**config.mk**
```make
export PLATFORM = sky130hd
export DESIGN_NAME = preemptive_key_scheduler_core
export DESIGN_NICKNAME = d
export VERILOG_FILES = /design/src/pks_pkg.sv /design/src/pks_ctrl.sv /design/src/pks_dp.sv /design/src/preemptive_key_scheduler_core.sv
export SDC_FILE = /design/constraint.sdc
export NUM_CORES = 2
export LEC_CHECK = 0
export ABC_AREA = 1
export ABC_CLOCK_PERIOD_IN_PS = 13000
export BUFFER_PORTS_ARGS = -buffer_cell sky130_fd_sc_hd__buf_2
export CAP_MARGIN = 15
export CORE_UTILIZATION = 45
export DETAILED_ROUTE_END_ITERATION = 8
export PLACE_DENSITY = 0.69
export SLEW_MARGIN = 20
export SYNTH_ARGS = -nofsm -noshare
export SYNTH_HDL_FRONTEND = slang
export SYNTH_SLANG_ARGS = --single-unit
export TNS_END_PERCENT = 1
```
**constraint.sdc**
```tcl
create_clock -name clk -period 13 [get_ports clk]
set_clock_uncertainty 0.15 [all_clocks]
set_input_delay 1.95 -clock clk [delete_from_list [all_inputs] [get_ports clk]]
set_output_delay 1.95 -clock clk [all_outputs]
set_load 0.005 [all_outputs]
```
**src/pks_pkg.sv**
```systemverilog
// ----------------------------------------------------------------------------
// pks_pkg: shared types and constants
// Widths, controller commands and status for the preemptive key scheduler.
// ----------------------------------------------------------------------------
package pks_pkg;

  localparam int MaxTasks = 16;
  localparam int IdW = 4;
  localparam int BurstW = 16;
  localparam int PrioW = 8;
  localparam int TimeW = 32;
  localparam int OvhW = 8;

  localparam logic [1:0] CPU_IDLE = 2'd0;
  localparam logic [1:0] CPU_RUN = 2'd1;
  localparam logic [1:0] CPU_SWITCH = 2'd2;

  localparam logic MODE_TICK = 1'b0;
  localparam logic MODE_ARRIVE = 1'b1;

  localparam logic CFG_POLICY = 1'b0;
  localparam logic CFG_OVERHEAD = 1'b1;

  typedef struct packed {
    logic load;     // latch the accepted transaction and do its work
    logic scan_clr; // start the dispatch scan
    logic scan_step;// examine one table entry
    logic scan_end; // commit scan result
  } pks_cmd_t;

  typedef struct packed {
    logic need_scan; // a completion left the cpu free
    logic scan_last; // scan index at last entry
  } pks_stat_t;

endpackage

```
**src/pks_ctrl.sv**
```systemverilog
// ----------------------------------------------------------------------------
// pks_ctrl: sequencing state machine
// Accepts one transaction, runs the dispatch scan when needed, holds result.
// ----------------------------------------------------------------------------
module pks_ctrl (
  input  logic                clk,
  input  logic                rst,
  input  logic                in_valid,
  output logic                in_ready,
  output logic                out_valid,
  input  logic                out_ready,
  output pks_pkg::pks_cmd_t   cmd,
  input  pks_pkg::pks_stat_t  stat
);

  localparam logic [1:0] S_IDLE = 2'd0;
  localparam logic [1:0] S_DEC = 2'd1;
  localparam logic [1:0] S_SCAN = 2'd2;
  localparam logic [1:0] S_OUT = 2'd3;

  logic [1:0] state, state_next;

  always_comb begin
    state_next = state;
    cmd = '0;
    in_ready = 1'b0;
    out_valid = 1'b0;
    unique case (state)
      S_IDLE: begin
        in_ready = 1'b1;
        if (in_valid) begin
          cmd.load = 1'b1;
          state_next = S_DEC;
        end
      end
      S_DEC: begin
        if (stat.need_scan) begin
          cmd.scan_clr = 1'b1;
          state_next = S_SCAN;
        end else begin
          state_next = S_OUT;
        end
      end
      S_SCAN: begin
        cmd.scan_step = 1'b1;
        if (stat.scan_last) begin
          cmd.scan_end = 1'b1;
          state_next = S_OUT;
        end
      end
      S_OUT: begin
        out_valid = 1'b1;
        if (out_ready) begin
          state_next = S_IDLE;
        end
      end
      default: state_next = S_IDLE;
    endcase
  end

  always_ff @(posedge clk) begin
    if (rst) state <= S_IDLE;
    else state <= state_next;
  end

  a_scan_exit: assert property (@(posedge clk) disable iff (rst)
    (state == S_SCAN && stat.scan_last) |=> state == S_OUT)
    else $error("scan did not finish into output");
  a_no_overlap: assert property (@(posedge clk) disable iff (rst)
    !(in_ready && out_valid))
    else $error("input and output open together");
  a_load_dec: assert property (@(posedge clk) disable iff (rst)
    cmd.load |=> state == S_DEC)
    else $error("load not followed by decode");

endmodule

```
**src/pks_dp.sv**
```systemverilog
// ----------------------------------------------------------------------------
// pks_dp: scheduler datapath
// Task table, time counter, current task, one-entry-per-cycle minimum scan.
// ----------------------------------------------------------------------------
module pks_dp (
  input  logic                              clk,
  input  logic                              rst,
  input  pks_pkg::pks_cmd_t                 cmd,
  output pks_pkg::pks_stat_t                stat,
  input  logic                              cfg_we,
  input  logic                              cfg_idx,
  input  logic [pks_pkg::OvhW-1:0]          cfg_data,
  input  logic                              mode,
  input  logic [pks_pkg::IdW-1:0]           task_id,
  input  logic [pks_pkg::BurstW-1:0]        burst_len,
  input  logic [pks_pkg::PrioW-1:0]         prio_level,
  output logic [1:0]                        cpu_state,
  output logic [pks_pkg::IdW-1:0]           running_task,
  output logic                              preempted,
  output logic                              arrival_error,
  output logic                              done_valid,
  output logic [pks_pkg::IdW-1:0]           done_task,
  output logic [pks_pkg::TimeW-1:0]         finish_time,
  output logic [pks_pkg::TimeW-1:0]         turnaround,
  output logic [pks_pkg::TimeW-1:0]         waiting
);

  localparam int N = pks_pkg::MaxTasks;

  logic policy;
  logic [pks_pkg::OvhW-1:0] ovh_cfg;
  logic [pks_pkg::TimeW-1:0] now_ticks;
  logic [pks_pkg::IdW-1:0] cur;
  logic cur_valid;
  logic [pks_pkg::OvhW-1:0] ovh_left;
  logic [N-1:0] active, ready;
  logic [pks_pkg::TimeW-1:0] stamp [N];
  logic [pks_pkg::BurstW-1:0] burst_st [N];
  logic [pks_pkg::BurstW-1:0] rem_st [N];
  logic [pks_pkg::PrioW-1:0] prio_st [N];
  logic need_scan;
  logic [pks_pkg::IdW-1:0] scan_idx, best;
  logic found;
  logic [pks_pkg::BurstW-1:0] best_key;

  function automatic logic [pks_pkg::BurstW-1:0] key_f(
    input logic pol, input logic [pks_pkg::BurstW-1:0] rem,
    input logic [pks_pkg::PrioW-1:0] pr);
    key_f = pol ? {{(pks_pkg::BurstW-pks_pkg::PrioW){1'b0}}, pr} : rem;
  endfunction

  logic [pks_pkg::BurstW-1:0] burst_fix, new_key, cur_key, scan_key;
  assign burst_fix = (burst_len == '0) ? pks_pkg::BurstW'(1) : burst_len;
  assign new_key = key_f(policy, burst_fix, prio_level);
  assign cur_key = key_f(policy, rem_st[cur], prio_st[cur]);
  assign scan_key = key_f(policy, rem_st[scan_idx], prio_st[scan_idx]);

  logic [pks_pkg::TimeW-1:0] now_inc, tat_c;
  assign now_inc = now_ticks + pks_pkg::TimeW'(1);
  assign tat_c = now_inc - stamp[cur];

  assign stat.need_scan = need_scan;
  assign stat.scan_last = (scan_idx == pks_pkg::IdW'(N-1));

  always_ff @(posedge clk) begin
    if (rst) begin
      policy <= 1'b0;
      ovh_cfg <= '0;
    end else if (cfg_we) begin
      if (cfg_idx == pks_pkg::CFG_POLICY) policy <= cfg_data[0];
      else ovh_cfg <= cfg_data;
    end
  end

  always_ff @(posedge clk) begin
    if (rst) begin
      now_ticks <= '0;
      cur <= '0;
      cur_valid <= 1'b0;
      ovh_left <= '0;
      active <= '0;
      ready <= '0;
      need_scan <= 1'b0;
      scan_idx <= '0;
      found <= 1'b0;
    end else begin
      if (cmd.load) begin
        need_scan <= 1'b0;
        preempted <= 1'b0;
        arrival_error <= 1'b0;
        done_valid <= 1'b0;
        done_task <= '0;
        finish_time <= '0;
        turnaround <= '0;
        waiting <= '0;
        if (mode == pks_pkg::MODE_ARRIVE) begin
          if (active[task_id]) begin
            arrival_error <= 1'b1;
          end else begin
            active[task_id] <= 1'b1;
            stamp[task_id] <= now_ticks;
            burst_st[task_id] <= burst_fix;
            rem_st[task_id] <= burst_fix;
            prio_st[task_id] <= prio_level;
            if (!cur_valid) begin
              cur <= task_id;
              cur_valid <= 1'b1;
              ovh_left <= '0;
              ready[task_id] <= 1'b0;
            end else if (new_key < cur_key) begin
              ready[cur] <= 1'b1;
              ready[task_id] <= 1'b0;
              cur <= task_id;
              ovh_left <= ovh_cfg;
              preempted <= 1'b1;
            end else begin
              ready[task_id] <= 1'b1;
            end
          end
        end else begin
          now_ticks <= now_inc;
          if (!cur_valid) begin
            ovh_left <= '0;
          end else if (ovh_left != '0) begin
            ovh_left <= ovh_left - pks_pkg::OvhW'(1);
          end else if (rem_st[cur] <= pks_pkg::BurstW'(1)) begin
            rem_st[cur] <= '0;
            done_valid <= 1'b1;
            done_task <= cur;
            finish_time <= now_inc;
            turnaround <= tat_c;
            waiting <= tat_c - {{(pks_pkg::TimeW-pks_pkg::BurstW){1'b0}}, burst_st[cur]};
            active[cur] <= 1'b0;
            cur_valid <= 1'b0;
            cur <= '0;
            need_scan <= 1'b1;
          end else begin
            rem_st[cur] <= rem_st[cur] - pks_pkg::BurstW'(1);
          end
        end
      end
      if (cmd.scan_clr) begin
        scan_idx <= '0;
        found <= 1'b0;
      end
      if (cmd.scan_step) begin
        // strict compare keeps the lowest id among equal keys
        if (ready[scan_idx] && (!found || scan_key < best_key)) begin
          found <= 1'b1;
          best <= scan_idx;
          best_key <= scan_key;
        end
        scan_idx <= scan_idx + pks_pkg::IdW'(1);
      end
      if (cmd.scan_end) begin
        if (ready[scan_idx] && (!found || scan_key < best_key)) begin
          ready[scan_idx] <= 1'b0;
          cur <= scan_idx;
          cur_valid <= 1'b1;
          ovh_left <= ovh_cfg;
        end else if (found) begin
          ready[best] <= 1'b0;
          cur <= best;
          cur_valid <= 1'b1;
          ovh_left <= ovh_cfg;
        end else begin
          ovh_left <= '0;
        end
      end
    end
  end

  assign cpu_state = !cur_valid ? pks_pkg::CPU_IDLE :
                     (ovh_left != '0 ? pks_pkg::CPU_SWITCH : pks_pkg::CPU_RUN);
  assign running_task = cur_valid ? cur : '0;

  a_cur_active: assert property (@(posedge clk) disable iff (rst)
    cur_valid |-> active[cur])
    else $error("current task not active");
  a_cur_not_ready: assert property (@(posedge clk) disable iff (rst)
    cur_valid |-> !ready[cur])
    else $error("current task also in ready table");
  a_ready_active: assert property (@(posedge clk) disable iff (rst)
    (ready & ~active) == '0)
    else $error("ready bit on inactive task");

endmodule

```
**src/preemptive_key_scheduler_core.sv**
```systemverilog
// ----------------------------------------------------------------------------
// preemptive_key_scheduler_core: preemptive srtn / priority scheduler
// Tick and arrival transactions in, one status transaction out per input.
//
//   channel  | handshake            | payload
//   ---------+----------------------+------------------------------------------
//   input    | in_valid / in_ready  | mode, task_id, burst_len, prio_level
//   output   | out_valid / out_ready| cpu_state .. waiting
//   config   | cfg_we               | cfg_index, cfg_data
//
// an arrival or a tick without completion passes S_DEC and then offers its
// result in S_OUT; a completing tick adds a scan of the ready table in
// S_SCAN, one entry per cycle, between S_DEC and S_OUT. the block goes
// back to S_IDLE once the result is taken, and only then accepts input.
// a stalled result holds the block until taken. synchronous active high
// reset clears all control state; the task payload tables are written on
// arrival and read only while active.
// ----------------------------------------------------------------------------
module preemptive_key_scheduler_core (
  input  logic                       clk,
  input  logic                       rst,
  input  logic                       in_valid,
  output logic                       in_ready,
  input  logic                       mode,
  input  logic [pks_pkg::IdW-1:0]    task_id,
  input  logic [pks_pkg::BurstW-1:0] burst_len,
  input  logic [pks_pkg::PrioW-1:0]  prio_level,
  output logic                       out_valid,
  input  logic                       out_ready,
  output logic [1:0]                 cpu_state,
  output logic [pks_pkg::IdW-1:0]    running_task,
  output logic                       preempted,
  output logic                       arrival_error,
  output logic                       done_valid,
  output logic [pks_pkg::IdW-1:0]    done_task,
  output logic [pks_pkg::TimeW-1:0]  finish_time,
  output logic [pks_pkg::TimeW-1:0]  turnaround,
  output logic [pks_pkg::TimeW-1:0]  waiting,
  input  logic                       cfg_we,
  input  logic                       cfg_index,
  input  logic [pks_pkg::OvhW-1:0]   cfg_data
);

  // commands from the controller, status back from the datapath
  pks_pkg::pks_cmd_t  cmd;
  pks_pkg::pks_stat_t stat;

  pks_ctrl u_ctrl (
    .clk       (clk),
    .rst       (rst),
    .in_valid  (in_valid),
    .in_ready  (in_ready),
    .out_valid (out_valid),
    .out_ready (out_ready),
    .cmd       (cmd),
    .stat      (stat)
  );

  // task table, timer and scan live here
  pks_dp u_dp (
    .clk           (clk),
    .rst           (rst),
    .cmd           (cmd),
    .stat          (stat),
    .cfg_we        (cfg_we),
    .cfg_idx       (cfg_index),
    .cfg_data      (cfg_data),
    .mode          (mode),
    .task_id       (task_id),
    .burst_len     (burst_len),
    .prio_level    (prio_level),
    .cpu_state     (cpu_state),
    .running_task  (running_task),
    .preempted     (preempted),
    .arrival_error (arrival_error),
    .done_valid    (done_valid),
    .done_task     (done_task),
    .finish_time   (finish_time),
    .turnaround    (turnaround),
    .waiting       (waiting)
  );

endmodule
```
* After elaboration in Yosys (flattened, before gate mapping)
Memories as Yosys holds them, arrays and structs flattened. A register that Yosys moved wholly into a read port is not among the register bits.
Index checks and enable logic that the tools add are counted.
** Cells by class
- Divide/modulo/power cells :: 0
- Bitwise operators :: 18
- Shift-type cells :: 0
- Multipliers :: 0
- Order comparisons :: 11
- Add/subtract/negate cells :: 6
- Mux-type cells :: 113
- Reduce and logical (&&, ||, !) cells :: 25
- Equal/unequal tests :: 12
** Operators with widths (count)
- $mux 16 :: 20
- $mux 4 :: 23
- $and 16x16->16 :: 5
- $mux 8 :: 10
- $not 16->16 :: 4
- $or 16x16->16 :: 3
- $mux 1 :: 47
- $add 32x1->32 const B :: 1
- $lt 16x16->1 :: 2
- $sub 32x16->32 :: 1
- $sub 32x32->32 :: 1
- $lt 4x5->1 const B :: 4
- $demux 1 s4 :: 4
- $ge 4x1->1 const B :: 4
- $le 16x1->1 const B :: 1
- $logic_not 16->1 :: 1
- $reduce_or 16->1 :: 1
- $sub 16x1->16 const B :: 1
- $mux 2 :: 6
- $ne 2x2->1 const B :: 5
- $bmux 1 s4 :: 2
- $ne 4x4->1 const B :: 2
- $pmux 2 s4 :: 1
- $reduce_and 2->1 :: 4
- other kinds (19) :: 32
** Storage, ports and cells
- Bits in writable memories :: 1152
- Bits in registers :: 217
- Output and inout bits :: 111
- Input bits :: 43
- Bits in read-only memories :: 0
- Latch bits :: 0
- Memories kept :: 4
- Word-level logic and storage cells :: 210
** Memories
- u_dp.stamp :: words 16, bits a word 32, read ports 1, clocked after Yosys merged registers in 1, wr ports 1, line pks_dp.sv:37 : logic [pks_pkg::TimeW-1:0] stamp [N];
- u_dp.burst_st :: words 16, bits a word 16, read ports 1, clocked after Yosys merged registers in 1, wr ports 1, line pks_dp.sv:38 : logic [pks_pkg::BurstW-1:0] burst_st [N];
- u_dp.rem_st :: words 16, bits a word 16, read ports 2, clocked after Yosys merged registers in 2, wr ports 1, line pks_dp.sv:39 : logic [pks_pkg::BurstW-1:0] rem_st [N];
- u_dp.prio_st :: words 16, bits a word 8, read ports 2, clocked after Yosys merged registers in 2, wr ports 1, line pks_dp.sv:40 : logic [pks_pkg::PrioW-1:0] prio_st [N];

* Logic depth before layout (Yosys ltp)
- Depth after elaboration :: 16
- Mapped depth :: 39
- Depth with buffers taken out :: 34

* Cells and area by module
A second synthesis with hierarchy kept.
** Unflattened totals
- Cell total of the unflattened synthesis :: 5338
- Area, all modules :: 60962.2 µm²
** Modules (own cells, without submodules)
- pks_dp :: cells each 5303, area each 60742.0 µm², times used 1, seq. area each 40208.6 µm²
- pks_ctrl :: cells each 35, area each 220.2 µm², times used 1, seq. area each 40.0 µm²

* Least setup slack after synthesis
OpenSTA, ideal clock, no wires.
- Kind :: input port to flip-flop
- Start point :: in in_valid
- End point :: mem u_dp.rem_st[13][0] (netlist bit), enable pin
- Cell stages on the path :: 7
- Arrival :: 8.654 ns
- Slack :: 3.787 ns
- Library setup time :: 0.409 ns
- Path buffers :: 1
- Path through :: nand2_1 > nor2_1 > nand2_1 > clkbuf_1 > o21ai_0 > nand2_1 > nor3_1
** Between the ends
- Word-level cells in the longest chain between the ends :: 8
- Elaborated cells on any way between the ends :: 15
- Those cells by class :: mux: 13; bitwise: 1; reduce/logical: 1
** Ends and longest elaborated chain
- from (decl) :: line preemptive_key_scheduler_core.sv:22 : input logic in_valid,
- $mux 1 * :: line pks_ctrl.sv:31 : if (in_valid) begin
- $mux 1 * :: line pks_ctrl.sv:28 : unique case (state)
- $mux 1 :: line pks_dp.sv:87 : if (cmd.load) begin
- $mux 1 :: line pks_dp.sv:76 : if (rst) begin
- $mux 1 (on tied branches) :: line pks_dp.sv:127, pks_dp.sv:138
- $or 1x1->1 (no source line)
- $reduce_or 16->1 (no source line)
- $mux 4 (no source line) or $mux 1 (tied branches)
- to (decl) :: line pks_dp.sv:39
Mark *: on every way between the ends. The rest lies on a longest branch, timed or not.

==> results <==
- The run finished with clean final reports.
- Setup repair after global routing left no endpoint under its margin.
- The final-report max-slew violation count is 0.
- Synthesis produced a netlist whose cell count is roughly 5.4k.
- The final hold violation count is 0.
- The largest single stage delay on the critical path is 840 ps.
- The DRC marker count from the first detailed-route iteration is around 6.6k.
- The total of warnings raised by yosys is 0.
- In this run the tool buffered the top-level ports with 153 buffer cells.
- The number of antenna violations at the first check in global routing came to 18.
- The detailed router placed roughly 46k vias in this run.
- The slowest cell on the critical path is dfxtp_1.
- For this design the static power due to leakage is 24.1 nW.
- STA classifies the critical path startpoint as a register.
- The number of nets in the synthesized netlist is around 5.6k.
- The first global-routing pass estimated 274000 um of wire.
- The average cell area after synthesis is between 10 and 15 um2.
- The deepest clock path buffer count is 3.
- The largest vdd supply drop is between 0.0001 and 0.00015 V.
- The area inside the core boundary is 0.134 mm2.
- The count of antenna-violating nets left after detailed routing is 0.
- In the global route stage, overall resource usage came out at 26.8%.
- In the layout the commonest cells are edfxtp_1, nand2_1, a22oi_1.
- The critical path buffer and inverter count is 5.
- The deepest level of the CTS H-tree is 4.
- For flop-to-flop paths, the worst setup slack is approximately 5300 ps.
- Derived from the worst setup path, the maximum achievable clock frequency is 0.130 GHz.
- Counting stages on the worst path, the most repeated cell is nand2_1.
- The worst setup path is captured at a register.
- The average wire per cell in the routed design is between 20 and 30 um.
- The TritonCTS clock tree is done.
- The clock latency on the worst-skew pair is 790 ps.
- The TritonCTS buffer count is 138.
- The area of combinational cells with multiple inputs is approximately 0.018 mm2.
- The count of unresolved DRC violations after routing is 0.
- CTS saw ~1.4k sinks.
- The critical path required time is 13370 ps.
- Sequential cells were found to cover ~66% of the synthesized design area.
- The cts-stage hold buffer count is 0.
- The first-pass iteration count of the detailed router is 8.
- The setup TNS after final layout is 0 ps.
- Among all flip-flop cells after synthesis, the most frequent one is edfxtp_1.
- The number of placement rows is about 130.
- The power density over the cells is about 170 mW/mm2.
- The vias per cell is 6.18.
- The via count of the first global-routing pass is approximately 43k.
- After synthesis the netlist holds a flip-flop and latch count of 1373.
- Data on the critical path arrives at its endpoint at a little over 8000 ps.
- The synthesized netlist occupies a cell area of 0.0611 mm2.
- For this configuration, the core starts out at a cell density of 45.6%.
- The time the worst path needs with I/O delays and setup is approximately 7700 ps.
- The area overhead of the layout relative to synthesis is 11.9%.
- The post-detailed-routing wire length is 189000 um.
- The share of final-layout standard cells stronger than drive strength 1 is 9.76%.
- After the last flow step, the layout net total stands at between 5k and 6k.
- The final setup violation count is 0.
- The maximum fanout count along the critical path is 109.
- The async set-reset flop share out of synthesis is 0%.
- The quantity of gates resized following cts is 0.
- The global placer's final weighted congestion is 0.952.
- The total power of the final layout is 0.0118 W.
- The die covers 0.137 mm2.
- The kind of cell with the highest combined delay on the critical path is simple AND/OR/NAND/NOR gates.
- The filler cell count in the final layout is approximately 11k.
- After clock tree synthesis, the clock-pin slew on the worst setup and hold paths is 60 ps.
- The storage element area is 0.0403 mm2.
- The tree is rooted in a clkbuf_16.
- Leaving out fill and tap cells, the most frequent cell in the layout is edfxtp_1.
- The critical path start-end classification is register to register.
- The type of the worst min-delay path is register to register.
- Headroom to the max-slew limit came out at between 10% and 20%.
- Measured along the y axis, the die boundary spans about 370 um.
- The share of the cycle needed by the critical path after routing is 59.2%.
- The number of buffers inserted by post-CTS setup repair is 0.
- The tool flagged a number of max-cap violations equal to 0.
- The slew of the pin with the lowest slew margin is 1240 ps.
- The detailed placer's ending HPWL is 110000 um.
- Entering global routing, the biggest net connects around 130 pins.
- The post-synthesis cell type count is 58.
- The top-level port count is between 150 and 200.
- The count of flip-flops with a built-in enable after synthesis is 1275.
- Global routing finished with a remaining overflow of 0.
- The width of the chip is ~370 um.
flip-flops by register name, summed over array words and instances, names as in the netlist, 2 cells and up, named ones only:
name / flops
u_ctrl.state: 2
u_dp.active: 16
u_dp.best: 4
u_dp.best_key: 16
u_dp.burst_st: 256
u_dp.cur: 4
u_dp.done_task: 4
u_dp.finish_time: 32
u_dp.now_ticks: 32
u_dp.ovh_cfg: 8
u_dp.ovh_left: 8
u_dp.prio_st: 128
u_dp.ready: 16
u_dp.rem_st: 256
u_dp.scan_idx: 4
u_dp.stamp: 512
u_dp.turnaround: 32
u_dp.waiting: 32
final cells by class:
type	count	area share, %
Clock buffer	173	5.35
Tap cell	1768	3.23
Clock inverter	76	1.19
Antenna cell	8	0.0293
Multi-Input combinational cell	3332	26.9
Sequential cell	1373	58.9
Timing Repair Buffer	245	2.18
Inverter	413	2.29
path summary, 6_finish.rpt:
check,to,cells past startpoint,start
setup / recovery,u_dp.waiting[22],30,u_dp.cur[1]
hold / removal,u_dp.active[12],2,u_dp.active[12]
setup reg to reg,u_dp.waiting[22],30,u_dp.cur[1]
hold reg to reg,u_dp.active[12],2,u_dp.active[12]
cell usage after synthesis, types with 4 or more instances:
| library cell | number | share of area, % |
|---|---|---|
| edfxtp_1 | 1275 | 63 |
| nand2_1 | 806 | 4.9 |
| a22oi_1 | 509 | 6.3 |
| nor2_1 | 492 | 3.0 |
| inv_1 | 391 | 2.4 |
| o21ai_0 | 382 | 3.1 |
| a21oi_1 | 358 | 2.9 |
| clkbuf_1 | 225 | 1.4 |
| nand3_1 | 180 | 1.5 |
| dfxtp_1 | 98 | 3.2 |
| ha_1 | 86 | 1.8 |
| o221ai_1 | 65 | 0.93 |
| o22ai_1 | 64 | 0.65 |
| nand4_1 | 59 | 0.60 |
| nor3_1 | 51 | 0.42 |
| xor2_1 | 46 | 0.66 |
| nor4_1 | 44 | 0.45 |
| buf_1 | 38 | 0.23 |
| buf_2 | 33 | 0.27 |
| o211ai_1 | 31 | 0.38 |
| o21ai_1 | 19 | 0.16 |
| a31oi_1 | 18 | 0.18 |
| inv_2 | 15 | 0.092 |
| xnor2_1 | 12 | 0.17 |
| a211oi_1 | 11 | 0.14 |
| nor2_2 | 10 | 0.10 |
| a221oi_1 | 8 | 0.11 |
| nand2_2 | 8 | 0.082 |
| o21a_1 | 8 | 0.098 |
| clkinv_1 | 7 | 0.043 |
| o31ai_1 | 7 | 0.086 |
| a32oi_1 | 6 | 0.086 |
| buf_6 | 6 | 0.11 |
| and2_1 | 5 | 0.051 |
| or2_2 | 5 | 0.051 |
| nand3_2 | 4 | 0.066 |
| o41ai_1 | 4 | 0.057 |
kinds of logic after synthesis:
logic type	after synthesis	share of synthesized area, %
compound gates	1505	15.4
buf+inv	717	4.56
flops	1373	65.8
xor+xnor	59	0.858
simple gates	1680	11.5
fa+ha+maj	88	1.83
routing by layer:
metal | GRT usage (%) | up-vias | share of wire, % | routed length [um]
li1 | - | 20100 | - | -
met1 | 37.2 | 22300 | 40 | 75200
met2 | 41.7 | 2849 | 46 | 86500
met3 | 4.90 | 426 | 11 | 20500
met4 | 10.3 | 12 | 3.5 | 6630
met5 | 0 | - | 0.041 | 77
power breakdown:
part | internal [W] | switching [W] | leakage [nW]
clock | 0.00225 | 0.00171 | 2.16
combinational | 0.000753 | 0.00190 | 9.53
sequential | 0.00501 | 0.000159 | 12.4
stage by stage:
stage          hold slack (ps)  std cells  utilization (%)  worst slack [ps]  area (um2)
4_1_cts                    323       7379             50.9              5570       68300
3_5_place_dp               315       7130             47.6              5640       63900
5_1_grt                    347       7384             51.0              4930       68400
3_3_place_gp               308       7130             47.6              5740       63800
2_1_floorplan              294       5422                -              3790       61100
6_report                   328       7388             51.0              5310       68400
worst min-delay path: stages (launching register included):
cell     delay [ps]
dfxtp_1         320
o31ai_1          60
a21oi_1          50
(Power assumes the default switching activity.)
